### src/rtl/ps2mpt_pkg.sv
// shared types and constants for the ps2 mouse pointer tracker
// no dependencies
package ps2mpt_pkg;

	// header byte flags
	localparam logic [7:0] HDR_VALID = 8'h08;
	localparam logic [7:0] HDR_XSIGN = 8'h10;
	localparam logic [7:0] HDR_YSIGN = 8'h20;

	// position of the next beat within a packet
	typedef logic [1:0] byte_idx_t;
	localparam byte_idx_t IDX_HEADER = 2'd0;
	localparam byte_idx_t IDX_XMOVE  = 2'd1;
	localparam byte_idx_t IDX_YMOVE  = 2'd2;

	// movement values and coordinate sums
	localparam int MOVE_W = 9;
	localparam int SUM_W  = 11;
	typedef logic signed [MOVE_W-1:0] move_t;
	typedef logic signed [SUM_W-1:0]  sum_t;

	// fixed output field widths
	localparam int POS_X_W = 7;
	localparam int POS_Y_W = 5;

endpackage

### src/rtl/ps2_mouse_pointer_tracker_top.sv
// ps2 mouse pointer tracker: three-byte packet decoder and clamped pointer
// depends on ps2mpt_pkg
//
// usage
//   input channel: in_valid / in_ready / aux_byte, one raw mouse byte per beat
//   output channel: out_valid / out_ready / pos_x / pos_y / moved
//   every third input beat closes a packet; a packet whose header has bit 3
//   set yields one output beat with the new pointer position, a packet with
//   bit 3 clear yields nothing and the pointer stays put
//   latency: the output beat is valid in the cycle after the third byte is
//   accepted
//   throughput: one input beat per cycle while in_ready is high; the only
//   stored work is the packet byte counter, the two held bytes and the
//   pointer position, all updated in the accepting cycle
//   stall: a single output register holds the result; in_ready stays high
//   while that register is empty or is being drained in the same cycle, so a
//   stalled receiver holds off input only once a result is waiting
//   reset: counter and held bytes cleared, pointer at the screen center,
//   output register empty
module ps2_mouse_pointer_tracker_top #(
	parameter int SCREEN_COLUMNS = 80,
	parameter int SCREEN_ROWS    = 25
) (
	input  logic       clk,
	input  logic       arst_n,
	input  logic       in_valid,
	output logic       in_ready,
	input  logic [7:0] aux_byte,
	output logic       out_valid,
	input  logic       out_ready,
	output logic [ps2mpt_pkg::POS_X_W-1:0] pos_x,
	output logic [ps2mpt_pkg::POS_Y_W-1:0] pos_y,
	output logic       moved
);

	localparam int COL_W = (SCREEN_COLUMNS > 2) ? $clog2(SCREEN_COLUMNS) : 1;
	localparam int ROW_W = (SCREEN_ROWS > 2) ? $clog2(SCREEN_ROWS) : 1;
	localparam logic [COL_W-1:0] COL_RESET = COL_W'(SCREEN_COLUMNS / 2);
	localparam logic [ROW_W-1:0] ROW_RESET = ROW_W'(SCREEN_ROWS / 2);
	localparam logic [COL_W-1:0] COL_LAST  = COL_W'(SCREEN_COLUMNS - 1);
	localparam logic [ROW_W-1:0] ROW_LAST  = ROW_W'(SCREEN_ROWS - 1);
	localparam ps2mpt_pkg::sum_t COL_LIMIT = ps2mpt_pkg::sum_t'(SCREEN_COLUMNS);
	localparam ps2mpt_pkg::sum_t ROW_LIMIT = ps2mpt_pkg::sum_t'(SCREEN_ROWS);

	ps2mpt_pkg::byte_idx_t byte_idx_q;
	logic [7:0]            header_q;
	logic [7:0]            xbyte_q;
	logic [COL_W-1:0]      col_q;
	logic [ROW_W-1:0]      row_q;
	logic                  out_valid_q;
	logic [ps2mpt_pkg::POS_X_W-1:0] pos_x_q;
	logic [ps2mpt_pkg::POS_Y_W-1:0] pos_y_q;
	logic                  moved_q;

	logic                  in_fire;
	logic                  last_beat;
	logic                  pkt_ok;
	ps2mpt_pkg::move_t     dx;
	ps2mpt_pkg::move_t     dy_raw;
	ps2mpt_pkg::sum_t      col_sum;
	ps2mpt_pkg::sum_t      row_sum;
	logic [COL_W-1:0]      col_next;
	logic [ROW_W-1:0]      row_next;
	logic                  move_nz;

	assign in_ready  = !out_valid_q || out_ready;
	assign in_fire   = in_valid && in_ready;
	assign last_beat = (byte_idx_q != ps2mpt_pkg::IDX_HEADER)
		&& (byte_idx_q != ps2mpt_pkg::IDX_XMOVE);
	assign pkt_ok    = (header_q & ps2mpt_pkg::HDR_VALID) != 8'h00;

	// nine-bit movements, sign bits from the header
	assign dx     = {(header_q & ps2mpt_pkg::HDR_XSIGN) != 8'h00, xbyte_q};
	assign dy_raw = {(header_q & ps2mpt_pkg::HDR_YSIGN) != 8'h00, aux_byte};
	assign move_nz = (dx != '0) || (dy_raw != '0);

	// screen rows grow downward, so y is subtracted
	assign col_sum = ps2mpt_pkg::sum_t'(col_q) + ps2mpt_pkg::sum_t'(dx);
	assign row_sum = ps2mpt_pkg::sum_t'(row_q) - ps2mpt_pkg::sum_t'(dy_raw);

	always_comb begin
		if (col_sum < 0) begin
			col_next = '0;
		end else if (col_sum >= COL_LIMIT) begin
			col_next = COL_LAST;
		end else begin
			col_next = col_sum[COL_W-1:0];
		end
		if (row_sum < 0) begin
			row_next = '0;
		end else if (row_sum >= ROW_LIMIT) begin
			row_next = ROW_LAST;
		end else begin
			row_next = row_sum[ROW_W-1:0];
		end
	end

	// packet collection and pointer state
	always_ff @(posedge clk or negedge arst_n) begin
		if (!arst_n) begin
			byte_idx_q <= ps2mpt_pkg::IDX_HEADER;
			header_q   <= '0;
			xbyte_q    <= '0;
			col_q      <= COL_RESET;
			row_q      <= ROW_RESET;
		end else if (in_fire) begin
			case (byte_idx_q)
				ps2mpt_pkg::IDX_HEADER: begin
					header_q   <= aux_byte;
					byte_idx_q <= ps2mpt_pkg::IDX_XMOVE;
				end
				ps2mpt_pkg::IDX_XMOVE: begin
					xbyte_q    <= aux_byte;
					byte_idx_q <= ps2mpt_pkg::IDX_YMOVE;
				end
				default: begin
					byte_idx_q <= ps2mpt_pkg::IDX_HEADER;
					if (pkt_ok && move_nz) begin
						col_q <= col_next;
						row_q <= row_next;
					end
				end
			endcase
		end
	end

	// result register
	always_ff @(posedge clk or negedge arst_n) begin
		if (!arst_n) begin
			out_valid_q <= 1'b0;
		end else if (in_fire && last_beat && pkt_ok) begin
			out_valid_q <= 1'b1;
		end else if (out_ready) begin
			out_valid_q <= 1'b0;
		end
	end

	always_ff @(posedge clk) begin
		if (in_fire && last_beat && pkt_ok) begin
			if (move_nz) begin
				pos_x_q <= ps2mpt_pkg::POS_X_W'(col_next);
				pos_y_q <= ps2mpt_pkg::POS_Y_W'(row_next);
			end else begin
				pos_x_q <= ps2mpt_pkg::POS_X_W'(col_q);
				pos_y_q <= ps2mpt_pkg::POS_Y_W'(row_q);
			end
			moved_q <= move_nz;
		end
	end

	assign out_valid = out_valid_q;
	assign pos_x     = pos_x_q;
	assign pos_y     = pos_y_q;
	assign moved     = moved_q;

	// pointer stays on the grid
	a_col_range: assert property (@(posedge clk) disable iff (!arst_n)
		col_q <= COL_LAST)
		else $error("pointer column off screen");

	a_row_range: assert property (@(posedge clk) disable iff (!arst_n)
		row_q <= ROW_LAST)
		else $error("pointer row off screen");

	// a result only follows the closing byte of a packet
	a_result_on_last: assert property (@(posedge clk) disable iff (!arst_n)
		$rose(out_valid_q) |-> $past(in_fire && last_beat))
		else $error("result without closing byte");

	// pointer only moves on a closing byte
	a_move_on_last: assert property (@(posedge clk) disable iff (!arst_n)
		!(in_fire && last_beat) |=> ($stable(col_q) && $stable(row_q)))
		else $error("pointer moved mid packet");

	// counter never reaches the unused code
	a_idx_legal: assert property (@(posedge clk) disable iff (!arst_n)
		byte_idx_q <= ps2mpt_pkg::IDX_YMOVE)
		else $error("byte counter out of range");

endmodule
### config.mk
export PLATFORM = sky130hd
export DESIGN_NAME = ps2_mouse_pointer_tracker_top
export DESIGN_NICKNAME = d
export VERILOG_FILES = /design/src/rtl/ps2mpt_pkg.sv /design/src/rtl/ps2_mouse_pointer_tracker_top.sv
export SDC_FILE = /design/constraint.sdc
export NUM_CORES = 1
export LEC_CHECK = 0
export BUFFER_PORTS_ARGS = -buffer_cell sky130_fd_sc_hd__buf_2
export CORE_MARGIN = 5
export CORE_UTILIZATION = 45
export DETAILED_ROUTE_END_ITERATION = 12
export HOLD_SLACK_MARGIN = 0.06
export PLACE_DENSITY = 0.66
export SLEW_MARGIN = 20
export SYNTH_ARGS = -nofsm -noshare
export SYNTH_HDL_FRONTEND = slang
export SYNTH_SLANG_ARGS = --single-unit
### constraint.sdc
create_clock -name clk -period 2.33 [get_ports clk]
set_input_delay 0.1165 -clock clk [delete_from_list [all_inputs] [get_ports clk]]
set_output_delay 0.1165 -clock clk [all_outputs]
set_load 0.005 [all_outputs]
==> results of run 1 <==
[cells in the mapped netlist, types with 3 or more instances]
cell / count / area [um^2]
sky130_fd_sc_hd__o41ai_1: 9 / 78.83
sky130_fd_sc_hd__o21ai_0: 16 / 80.08
sky130_fd_sc_hd__nand2_1: 36 / 135.1
sky130_fd_sc_hd__nor2b_1: 3 / 18.77
sky130_fd_sc_hd__xor2_1: 4 / 35.03
sky130_fd_sc_hd__ha_1: 12 / 150.1
sky130_fd_sc_hd__dfrtp_1: 22 / 550.5
sky130_fd_sc_hd__xnor2_1: 4 / 35.03
sky130_fd_sc_hd__o31ai_1: 6 / 45.04
sky130_fd_sc_hd__dfstp_2: 4 / 105.1
sky130_fd_sc_hd__o21bai_1: 3 / 22.52
sky130_fd_sc_hd__mux2_2: 5 / 56.30
sky130_fd_sc_hd__clkbuf_1: 3 / 11.26
sky130_fd_sc_hd__a21oi_1: 6 / 30.03
sky130_fd_sc_hd__a211oi_1: 5 / 37.54
sky130_fd_sc_hd__a221oi_1: 3 / 26.28
sky130_fd_sc_hd__nor3_1: 3 / 15.01
sky130_fd_sc_hd__inv_1: 11 / 41.29
sky130_fd_sc_hd__nor2_1: 20 / 75.07
sky130_fd_sc_hd__edfxtp_1: 13 / 390.4
[worst max-delay path by stage]
stage / start / end / slack, ps / cells past startpoint
2_1_floorplan: xbyte_q[0] / pos_x[4] / 3 / 8
3_3_place_gp: xbyte_q[0] / col_q[5] / -120 / 8
3_5_place_dp: xbyte_q[0] / pos_x[4] / -150 / 8
4_1_cts: xbyte_q[0] / pos_x[2] / -50 / 8
5_1_grt: col_q[0] / pos_x[2] / -190 / 8
6_report: col_q[0] / pos_x[2] / -110 / 8
[cell type report]
class	count	share of cell area (%)
clock buffers	7	2.881
clock inverters	1	0.1847
inverters	12	1.330
multi-input cells	184	48.76
flip-flops and latches	39	30.92
well taps	70	2.586
repair buffers	67	13.34
[worst max-delay path: stages, from the launching register on]
cell	delay, ps
sky130_fd_sc_hd__dfrtp_1	390
sky130_fd_sc_hd__ha_2	200
sky130_fd_sc_hd__fa_2	360
sky130_fd_sc_hd__a211oi_2	250
sky130_fd_sc_hd__o21ai_1	110
sky130_fd_sc_hd__a211oi_2	300
sky130_fd_sc_hd__o2bb2ai_4	130
sky130_fd_sc_hd__a31oi_4	300
sky130_fd_sc_hd__a311oi_2	150
[flip-flops by register name, indices dropped and copies added, names as in the netlist, 2 cells and up]
name        count
byte_idx_q      2
pos_x           7
row_q           5
header_q        3
col_q           7
pos_y           5
xbyte_q         8
[routing by layer]
| layer | wire length (um) | vias to the layer above |
|---|---|---|
| li1 | - | 1052 |
| met1 | 2973 | 969 |
| met2 | 2763 | 69 |
| met3 | 391 | 11 |
| met4 | 115 | 0 |
| met5 | 0 | - |
[per-stage QoR]
step	instances	util [%]	hold slack, ps	cell area [um^2]
after global placement	358	54.65	163.1	2809
after floorplan	242	-	-179.1	2435
after detailed placement	358	54.65	173.1	2809
after global routing	380	65.90	151.3	3387
after CTS	374	61.32	139.7	3152
final	380	65.90	139.9	3387
[cells by family (layout without fill, tap and decap cells)]
group,count (synthesis),count (layout),share of synthesized area [%]
fa+ha+maj,14,14,7.921
compound gates,73,73,22.15
buf+inv,19,87,3.700
flops,39,39,43.56
mux,5,5,2.345
xor+xnor,8,8,2.918
simple gates,84,84,17.41
[timing repair]
action | in CTS | in global routing
hold buffers | 1 | 0
endpoints found under the setup margin | 19 | 23
endpoints found under the hold margin | 22 | 0
setup buffers | 7 | 5
cloned | 0 | 1
resized for setup | 31 | 35
pin swaps | 23 | 24
[power breakdown]
part	total [uW]	switching (uW)	internal [uW]
sequential	1260	239	1020
clock	524	246	277
combinational	3340	1710	1630
total	5120	2190	2930
==> impl_metrics.json, run 1 <==
{
  "reg2reg_setup_slack_ps": -110,
  "globalRouteMet2Util_pct": 26.17,
  "drtIter0Drc": 83,
  "firstDrtPassIters": 4,
  "layout.filler_cells": 417,
  "post_synth_edffs": 13,
  "drive_gt1_share_pct": 46.77,
  "global_route.usage.total_pct": 17.62,
  "synth_nets": 268,
  "multi_input_gate_area_in_the_final_layout_mm2": 0.001652,
  "timing.hold.worst_endpoint": "out_valid",
  "holdCritStartpoint": "out_ready",
  "postRouteAntennaNets": 0,
  "clock_skew_ps": 5.771,
  "yosysWarnings": 0,
  "fmaxAchievable_ghz": 0.4094,
  "critical_path.startpoint_type": "flop",
  "critical_path_required_ps": 2350,
  "ys_seq_area_share_pct": 43.56,
  "totalNegativeSetupSlack_ps": -768.2,
  "clock-root-buffer": "sky130_fd_sc_hd__clkbuf_8",
  "antenna_found_initial": 0,
  "num_antenna_cells": 0,
  "worstSetupEndpointType": "flop",
  "max_slew_margin_pct": 57.33,
  "max-clock-path-buffers": 2,
  "start_util_pct": 46.71,
  "final_hold_viol_count": 0,
  "finalPower_uw": 5123,
  "maxSlewViolCount": 0,
  "worst-r2r-cell-count": 8,
  "leakage_uw": 0.001457,
  "hold_path.class": "primary input to flop",
  "p_per_area_mw_per_mm2": 1513,
  "floorplan.io_pins": 27,
  "port_buffers": 26,
  "wire_length_per_cell_after_detailed_routing_um": 16.43,
  "synthesis.area_per_instance_um2": 9.922,
  "hpwl_after_detailed_placement_mm": 4.189,
  "netlist_instances": 242,
  "post_drt_via_cell_ratio": 5.529,
  "met3_usage_pct": 4.257,
  "critical_path.max_fanout": 8,
  "clkSlewWorstSetupHoldPaths_ps": 80,
  "die_height_um": 83.05,
  "first_global_vias": 2011,
  "dp_slack_ps": -146.7,
  "grt_pass1_wl_mm": 9.970,
  "coreArea_mm2": 0.005140,
  "overflow_after_grt": 0,
  "post_synth_instance_area_mm2": 0.002401,
  "level_count_of_the_clock_h_tree": 2,
  "unrepaired_setup_endpoints_after_global_routing": "yes",
  "timing_worst_setup_path_type": "flop to flop",
  "ys_ff_latch": 39,
  "setup_viol": 13,
  "timing.rr.start": "col_q[0]",
  "layout.cells.most_common": "sky130_fd_sc_hd__buf_4",
  "grt_max_degree": 27,
  "irDropWorstVdd_mv": 0.6566,
  "fp.dieArea_mm2": 0.006896,
  "ys_dominant_reg_cell": "sky130_fd_sc_hd__dfrtp_1",
  "max_slew.worst_pin.slew_ps": 640.0,
  "cts_buffers": 5,
  "total_wirelength_of_the_detailed_routed_design_mm": 6.244,
  "cap_viol_max_count": 0,
  "period_needed_ps": 2443,
  "top_library_cells_by_usage_in_the_layout_fill_and_taps_aside": "sky130_fd_sc_hd__buf_4 (37), sky130_fd_sc_hd__nand2_1 (35), sky130_fd_sc_hd__buf_2 (26), sky130_fd_sc_hd__dfrtp_1 (21), sky130_fd_sc_hd__nor2_1 (20)",
  "outcome": "complete, but fails checks",
  "routed-via-count": 2101,
  "design.final.nets": 335,
  "clk-insertion-delay-late_ps": 290,
  "numClockSinks": 39,
  "std_cell_rows": 26,
  "violations_in_the_final_reports": "setup timing",
  "synthArstFlopShare_pct": 66.67,
  "postLayoutSetupSlackWorst_ps": -112.8,
  "critical_path_arrival_ps": 2470,
  "residual_drc": 0,
  "place_congestion": 0.9895,
  "seq_area_mm2": 0.001047,
  "cts_tree": "yes",
  "timing.rr.end": "pos_x[2]",
  "dieWidth_um": 83.05,
  "gr-max-usage-layer": "met2",
  "final.period_utilization_pct": 104.8,
  "grt_util_met1_pct": 25.69,
  "areaGrowthSynthToFinish_pct": 41.06,
  "netlist-cell-type-count": 62,
  "worstHoldPathCells": 3
}
(Power assumes the default switching activity.)
==> run 2: changes to the inputs <==
--- a/config.mk
+++ b/config.mk
@@ -9,6 +9,7 @@
 export CORE_MARGIN = 5
 export CORE_UTILIZATION = 45
 export DETAILED_ROUTE_END_ITERATION = 12
+export GPL_TIMING_DRIVEN = 0
 export HOLD_SLACK_MARGIN = 0.06
 export PLACE_DENSITY = 0.66
 export SLEW_MARGIN = 20
==> run 2 against run 1 <==
The flow still finishes with violations (setup timing). Flip-flop and latch count unchanged. Final cell count is 4.5% lower. Sequential share of layout area is 1.4 points higher. Via count is 1.3% lower. Core utilization decreased by 2.8 points. Clock power up 5.0%. Clock skew rose by 4.7 ps. Critical endpoint is now col_q[1]. Largest power group unchanged.
==> impl_metrics.json, run 2 (synthesized netlist as in run 1, its figures left out) <==
{
  "violations_in_the_final_reports": "setup timing",
  "worstSetupEndpointType": "flop",
  "grt_max_degree": 27,
  "die_height_um": 83.05,
  "cts_buffers": 5,
  "power.share.clock_pct": 12.0,
  "hold_path.class": "primary input to flop",
  "clkSlewWorstSetupHoldPaths_ps": 80,
  "worst_hold_slack_after_final_layout_ps": 143.2,
  "top_library_cells_by_usage_in_the_layout_fill_and_taps_aside": "sky130_fd_sc_hd__nand2_1 (35), sky130_fd_sc_hd__buf_2 (27), sky130_fd_sc_hd__dfrtp_1 (21), sky130_fd_sc_hd__nor2_1 (20), sky130_fd_sc_hd__buf_4 (17)",
  "areaGrowthSynthToFinish_pct": 35.12,
  "fp.dieArea_mm2": 0.006896,
  "maxSlewViolCount": 0,
  "max_slew_margin_pct": 58.81,
  "instance_count_after_placement_with_tap_cells_included": 338,
  "outcome": "complete, but fails checks",
  "std_cell_rows": 26,
  "holdCritStartpoint": "out_ready",
  "total_wirelength_of_the_detailed_routed_design_mm": 6.102,
  "start_util_pct": 46.71,
  "timing.hold.worst_endpoint": "out_valid",
  "timing.rr.start": "xbyte_q[0]",
  "critical_path.max_fanout": 8,
  "routed-via-count": 2073,
  "post-route-cell-area_mm2": 0.003244,
  "dieWidth_um": 83.05,
  "unrepaired_setup_endpoints_after_global_routing": "yes",
  "clk-insertion-delay-late_ps": 290,
  "num_antenna_cells": 0,
  "worst-r2r-cell-count": 9,
  "totalNegativeSetupSlack_ps": -715.3,
  "floorplan.io_pins": 27,
  "final_hold_viol_count": 0,
  "irDropWorstVdd_mv": 0.7450,
  "period_needed_ps": 2406,
  "first_global_vias": 1998,
  "residual_drc": 0,
  "internal_portion_of_total_power_uw": 2613,
  "firstDrtPassIters": 4,
  "coreArea_mm2": 0.005140,
  "post_drt_via_cell_ratio": 5.711,
  "dpl_cell_area_mm2": 0.002653,
  "drtIter0Drc": 115,
  "grt_pass1_wl_mm": 9.756,
  "fmaxAchievable_ghz": 0.4156,
  "max-clock-path-buffers": 2,
  "cts_tree": "yes",
  "overflow_after_grt": 0,
  "critical_path_arrival_ps": 2610,
  "clock-root-buffer": "sky130_fd_sc_hd__clkbuf_8",
  "power.net_switching_uw": 1976,
  "postLayoutSetupSlackWorst_ps": -76.40,
  "timing_worst_setup_path_type": "flop to flop",
  "cap_viol_max_count": 0,
  "p_comb_share_pct": 60.8,
  "reg2reg_setup_slack_ps": -80,
  "worstHoldPathCells": 3,
  "final.period_utilization_pct": 103.3,
  "max_flop_register": "xbyte_q",
  "port_buffers": 26,
  "layout.cells.most_common": "sky130_fd_sc_hd__nand2_1",
  "global_route.usage.total_pct": 17.24,
  "dp_slack_ps": -368.5,
  "seq_power_share_pct": 27.2,
  "p_per_area_mw_per_mm2": 1415,
  "wire_length_per_cell_after_detailed_routing_um": 16.81,
  "antenna_found_initial": 0,
  "setup.worst_path.start": "xbyte_q[0]",
  "critical_path_required_ps": 2540,
  "postRouteAntennaNets": 0,
  "hpwl_after_detailed_placement_mm": 4.093,
  "setup_viol": 16,
  "layout.cells.non_filler": 363,
  "critical_path.startpoint_type": "flop",
  "largest_register_ffs": 8,
  "level_count_of_the_clock_h_tree": 2,
  "switching_share_of_power_pct": 43.06,
  "numClockSinks": 39,
  "leakage_uw": 0.001362,
  "max_slew.worst_pin.slew_ps": 617.9,
  "design.final.nets": 318,
  "timing.rr.end": "col_q[1]",
  "place_congestion": 0.7997,
  "clock_skew_ps": 10.43,
  "drive_gt1_share_pct": 40.27
}
==> run 2: worst max-delay path by stage <==
stage               depth (start not counted)  slack (ps)        to
finish                                      9         -80  col_q[1]
global route                                9        -190  col_q[1]
CTS                                         8        -160  pos_x[4]
detailed placement                          8        -370  pos_x[4]
global placement                            8        -370  pos_x[4]
floorplan                                   8           3  pos_x[4]
==> run 2: timing repair <==
item | CTS | global route
endpoints found under the setup margin | 21 | 23
hold endpoints to repair | 22 | 0
hold buffers | 1 | 0
cloned | 0 | 0
gates resized for setup | 34 | 27
pin swaps | 25 | 24
buffers inserted | 11 | 5
==> run 2: critical path, stage by stage (launching register included) <==
cell	delay [ps]
sky130_fd_sc_hd__dfrtp_1	420
sky130_fd_sc_hd__ha_2	210
sky130_fd_sc_hd__fa_2	370
sky130_fd_sc_hd__a211oi_2	240
sky130_fd_sc_hd__o21bai_1	150
sky130_fd_sc_hd__a21oi_2	180
sky130_fd_sc_hd__xnor2_2	180
sky130_fd_sc_hd__a31oi_4	200
sky130_fd_sc_hd__buf_4	180
sky130_fd_sc_hd__a221oi_2	210
==> run 2: final cells by class <==
cell class	instances	area [um^2]
fillers	418	1896
multi-input cells	184	1647
flip-flops and latches	39	1047
repair buffers	43	260.3
well taps	70	87.58
clock buffers	5	68.82
plain buffers	7	50.05
inverters	12	45.04
clock inverters	3	38.79
==> run 2: power groups by stage <==
stage,registers (uW),clock network (uW),logic [uW]
after floorplan,1180,0,1550
final,1250,550,2790
after global placement,1240,0,1880
after detailed placement,1240,0,1910
after global routing,1280,603,3000
after CTS,1230,562,2360
==> run 2: per-stage QoR <==
step | power, uW | util, %
3_5_place_dp | 3151 | 51.61
6_report | 4589 | 63.12
5_1_grt | 4891 | 63.12
3_3_place_gp | 3118 | 51.61
2_1_floorplan | 2725 | -
4_1_cts | 4154 | 59.10
==> run 2: routing by layer <==
layer | track usage, % | share of wire (%)
met1 | 24.27 | 46
met2 | 25.73 | 47
met3 | 5.050 | 6.0
met4 | 4.903 | 1.6
met5 | 0 | 0
==> run 3: changes to the inputs <==
--- a/config.mk
+++ b/config.mk
@@ -12,6 +12,7 @@
 export GPL_TIMING_DRIVEN = 0
 export HOLD_SLACK_MARGIN = 0.06
 export PLACE_DENSITY = 0.66
+export SETUP_SLACK_MARGIN = 0.2
 export SLEW_MARGIN = 20
 export SYNTH_ARGS = -nofsm -noshare
 export SYNTH_HDL_FRONTEND = slang
==> run 3 against run 2 <==
The flow still finishes with violations (setup timing). Clock-buffer cell count rose by 1. Flip-flop and latch count is the same. Die area is the same. Power is 1.1% higher. Worst setup slack lost 58 ps. Clock power grew 3%.
==> impl_metrics.json, run 3 (synthesized netlist as in run 1, its figures left out) <==
{
  "outcome": "complete, but fails checks",
  "violations_in_the_final_reports": "setup timing",
  "hpwl_after_detailed_placement_mm": 4.221,
  "power.net_switching_uw": 2002,
  "firstDrtPassIters": 4,
  "instance_count_after_placement_with_tap_cells_included": 338,
  "floorplan.io_pins": 27,
  "design.final.nets": 318,
  "routed-via-count": 2038,
  "finalPower_uw": 4640,
  "cts_buffers": 5,
  "unrepaired_setup_endpoints_after_global_routing": "yes",
  "start_util_pct": 46.71,
  "layout.cells.most_common": "sky130_fd_sc_hd__nand2_1",
  "max_slew.worst_pin.slew_ps": 613.8,
  "total_wirelength_of_the_detailed_routed_design_mm": 6.002,
  "level_count_of_the_clock_h_tree": 2,
  "p_per_area_mw_per_mm2": 1423,
  "std_cell_rows": 26,
  "met3_usage_pct": 3.465,
  "postLayoutSetupSlackWorst_ps": -134.4,
  "clkSlewWorstSetupHoldPaths_ps": 80,
  "fp.dieArea_mm2": 0.006896,
  "post_drt_via_cell_ratio": 5.614,
  "worstSetupEndpointType": "flop",
  "wire_length_per_cell_after_detailed_routing_um": 16.53,
  "timing_worst_setup_path_type": "flop to flop",
  "dp_slack_ps": -222.0,
  "residual_drc": 0,
  "setup_viol": 15,
  "final.period_utilization_pct": 105.8,
  "grt_pass1_wl_mm": 9.887,
  "postRouteAntennaNets": 0,
  "max_flop_register": "xbyte_q",
  "coreArea_mm2": 0.005140,
  "fmaxAchievable_ghz": 0.4058,
  "place_congestion": 0.8108,
  "areaGrowthSynthToFinish_pct": 35.85,
  "dieWidth_um": 83.05,
  "global_route.usage.total_pct": 17.43,
  "overflow_after_grt": 0,
  "grt_util_met1_pct": 24.69,
  "p_comb_share_pct": 60.7,
  "max-clock-path-buffers": 2,
  "irDropWorstVdd_mv": 0.5933,
  "hold_path.class": "primary input to flop",
  "maxSlewViolCount": 0,
  "first_global_vias": 2006,
  "numClockSinks": 39,
  "drtIter0Drc": 121,
  "cap_viol_max_count": 0,
  "leakage_uw": 0.001358,
  "layout.cells.non_filler": 363,
  "gr-max-usage-layer": "met2",
  "critical_path_arrival_ps": 2570,
  "globalRouteMet2Util_pct": 27.26,
  "drive_gt1_share_pct": 42.66,
  "cts_tree": "yes",
  "power.share.clock_pct": 12.2,
  "switching_share_of_power_pct": 43.15,
  "critical_path.startpoint_type": "flop",
  "num_antenna_cells": 0,
  "clock_skew_ps": 3.488,
  "clock-root-buffer": "sky130_fd_sc_hd__clkbuf_8",
  "critical_path_required_ps": 2430,
  "max_slew_margin_pct": 59.08,
  "critical_path.max_fanout": 4,
  "internal_portion_of_total_power_uw": 2638,
  "port_buffers": 26,
  "top_library_cells_by_usage_in_the_layout_fill_and_taps_aside": "sky130_fd_sc_hd__nand2_1 (35), sky130_fd_sc_hd__buf_2 (27), sky130_fd_sc_hd__dfrtp_1 (21), sky130_fd_sc_hd__nor2_1 (20), sky130_fd_sc_hd__buf_4 (17)",
  "final_hold_viol_count": 0,
  "antenna_found_initial": 0,
  "grt_max_degree": 27,
  "clk-insertion-delay-late_ps": 290,
  "seq_power_share_pct": 27.1,
  "period_needed_ps": 2464,
  "finish.utilization_pct": 63.46,
  "die_height_um": 83.05,
  "largest_register_ffs": 8
}
run 3: path summary, 6_finish.rpt:
| path | endpoint | from | slack (ps) | cells after the start |
|---|---|---|---|---|
| setup reg to reg | pos_x[5] | xbyte_q[0] | -130 | 8 |
| min in group asynchronous | col_q[2] | arst_n | 360 | 2 |
| hold reg to reg | header_q[3] | header_q[3] | 510 | 2 |
| hold / removal | out_valid | out_ready | 140 | 3 |
| max in group asynchronous | xbyte_q[1] | arst_n | 1520 | 2 |
| setup / recovery | pos_x[5] | xbyte_q[0] | -130 | 8 |
run 3: what timing repair did:
| item | CTS | global route |
|---|---|---|
| setup buffers | 12 | 4 |
| endpoints found under the setup margin | 24 | 24 |
| gates resized for setup | 26 | 25 |
| pin swaps | 18 | 23 |
| hold buffers | 1 | 0 |
| endpoints found under the hold margin | 22 | 0 |
run 3: power by group through the flow:
| stage | sequential, uW | clock [uW] | combinational, uW |
|---|---|---|---|
| floorplan | 1190 | 0 | 1720 |
| global placement | 1260 | 0 | 2080 |
| detailed placement | 1260 | 0 | 2100 |
| CTS | 1250 | 574 | 2430 |
| global route | 1290 | 599 | 3090 |
| finish | 1260 | 566 | 2820 |
run 3: worst max-delay path, cell delays in order, from the launching register on:
cell	delay, ps
sky130_fd_sc_hd__dfrtp_1	420
sky130_fd_sc_hd__ha_2	200
sky130_fd_sc_hd__fa_2	390
sky130_fd_sc_hd__a211oi_4	290
sky130_fd_sc_hd__o21bai_2	130
sky130_fd_sc_hd__a21oi_2	190
sky130_fd_sc_hd__xnor2_2	120
sky130_fd_sc_hd__a31o_4	290
sky130_fd_sc_hd__o41ai_4	240
run 3: cell type report:
cell class | count | area (um^2)
Sequential cell | 39 | 1047
Clock buffer | 6 | 72.57
Timing Repair Buffer | 43 | 260.3
Tap cell | 70 | 87.58
Multi-Input combinational cell | 184 | 1655
Buffer | 7 | 53.80
Fill cell | 420 | 1878
Clock inverter | 2 | 36.28
Inverter | 12 | 48.80
run 3: per-stage QoR:
stage	cell area (um^2)	hold slack [ps]	setup TNS (ps)
6_report	3262	138.5	-1193
5_1_grt	3262	162.1	-3108
4_1_cts	3105	140.1	-536.5
3_5_place_dp	2769	161.5	-2104
3_3_place_gp	2769	167.5	-2031
2_1_floorplan	2551	-179.1	0
run 3: routing by layer:
metal  vias to the layer above  wire length (um)
met3                         6               196
met2                        36              2901
li1                        999                 -
met1                       997              2852
met5                         -                 0
met4                         0                51
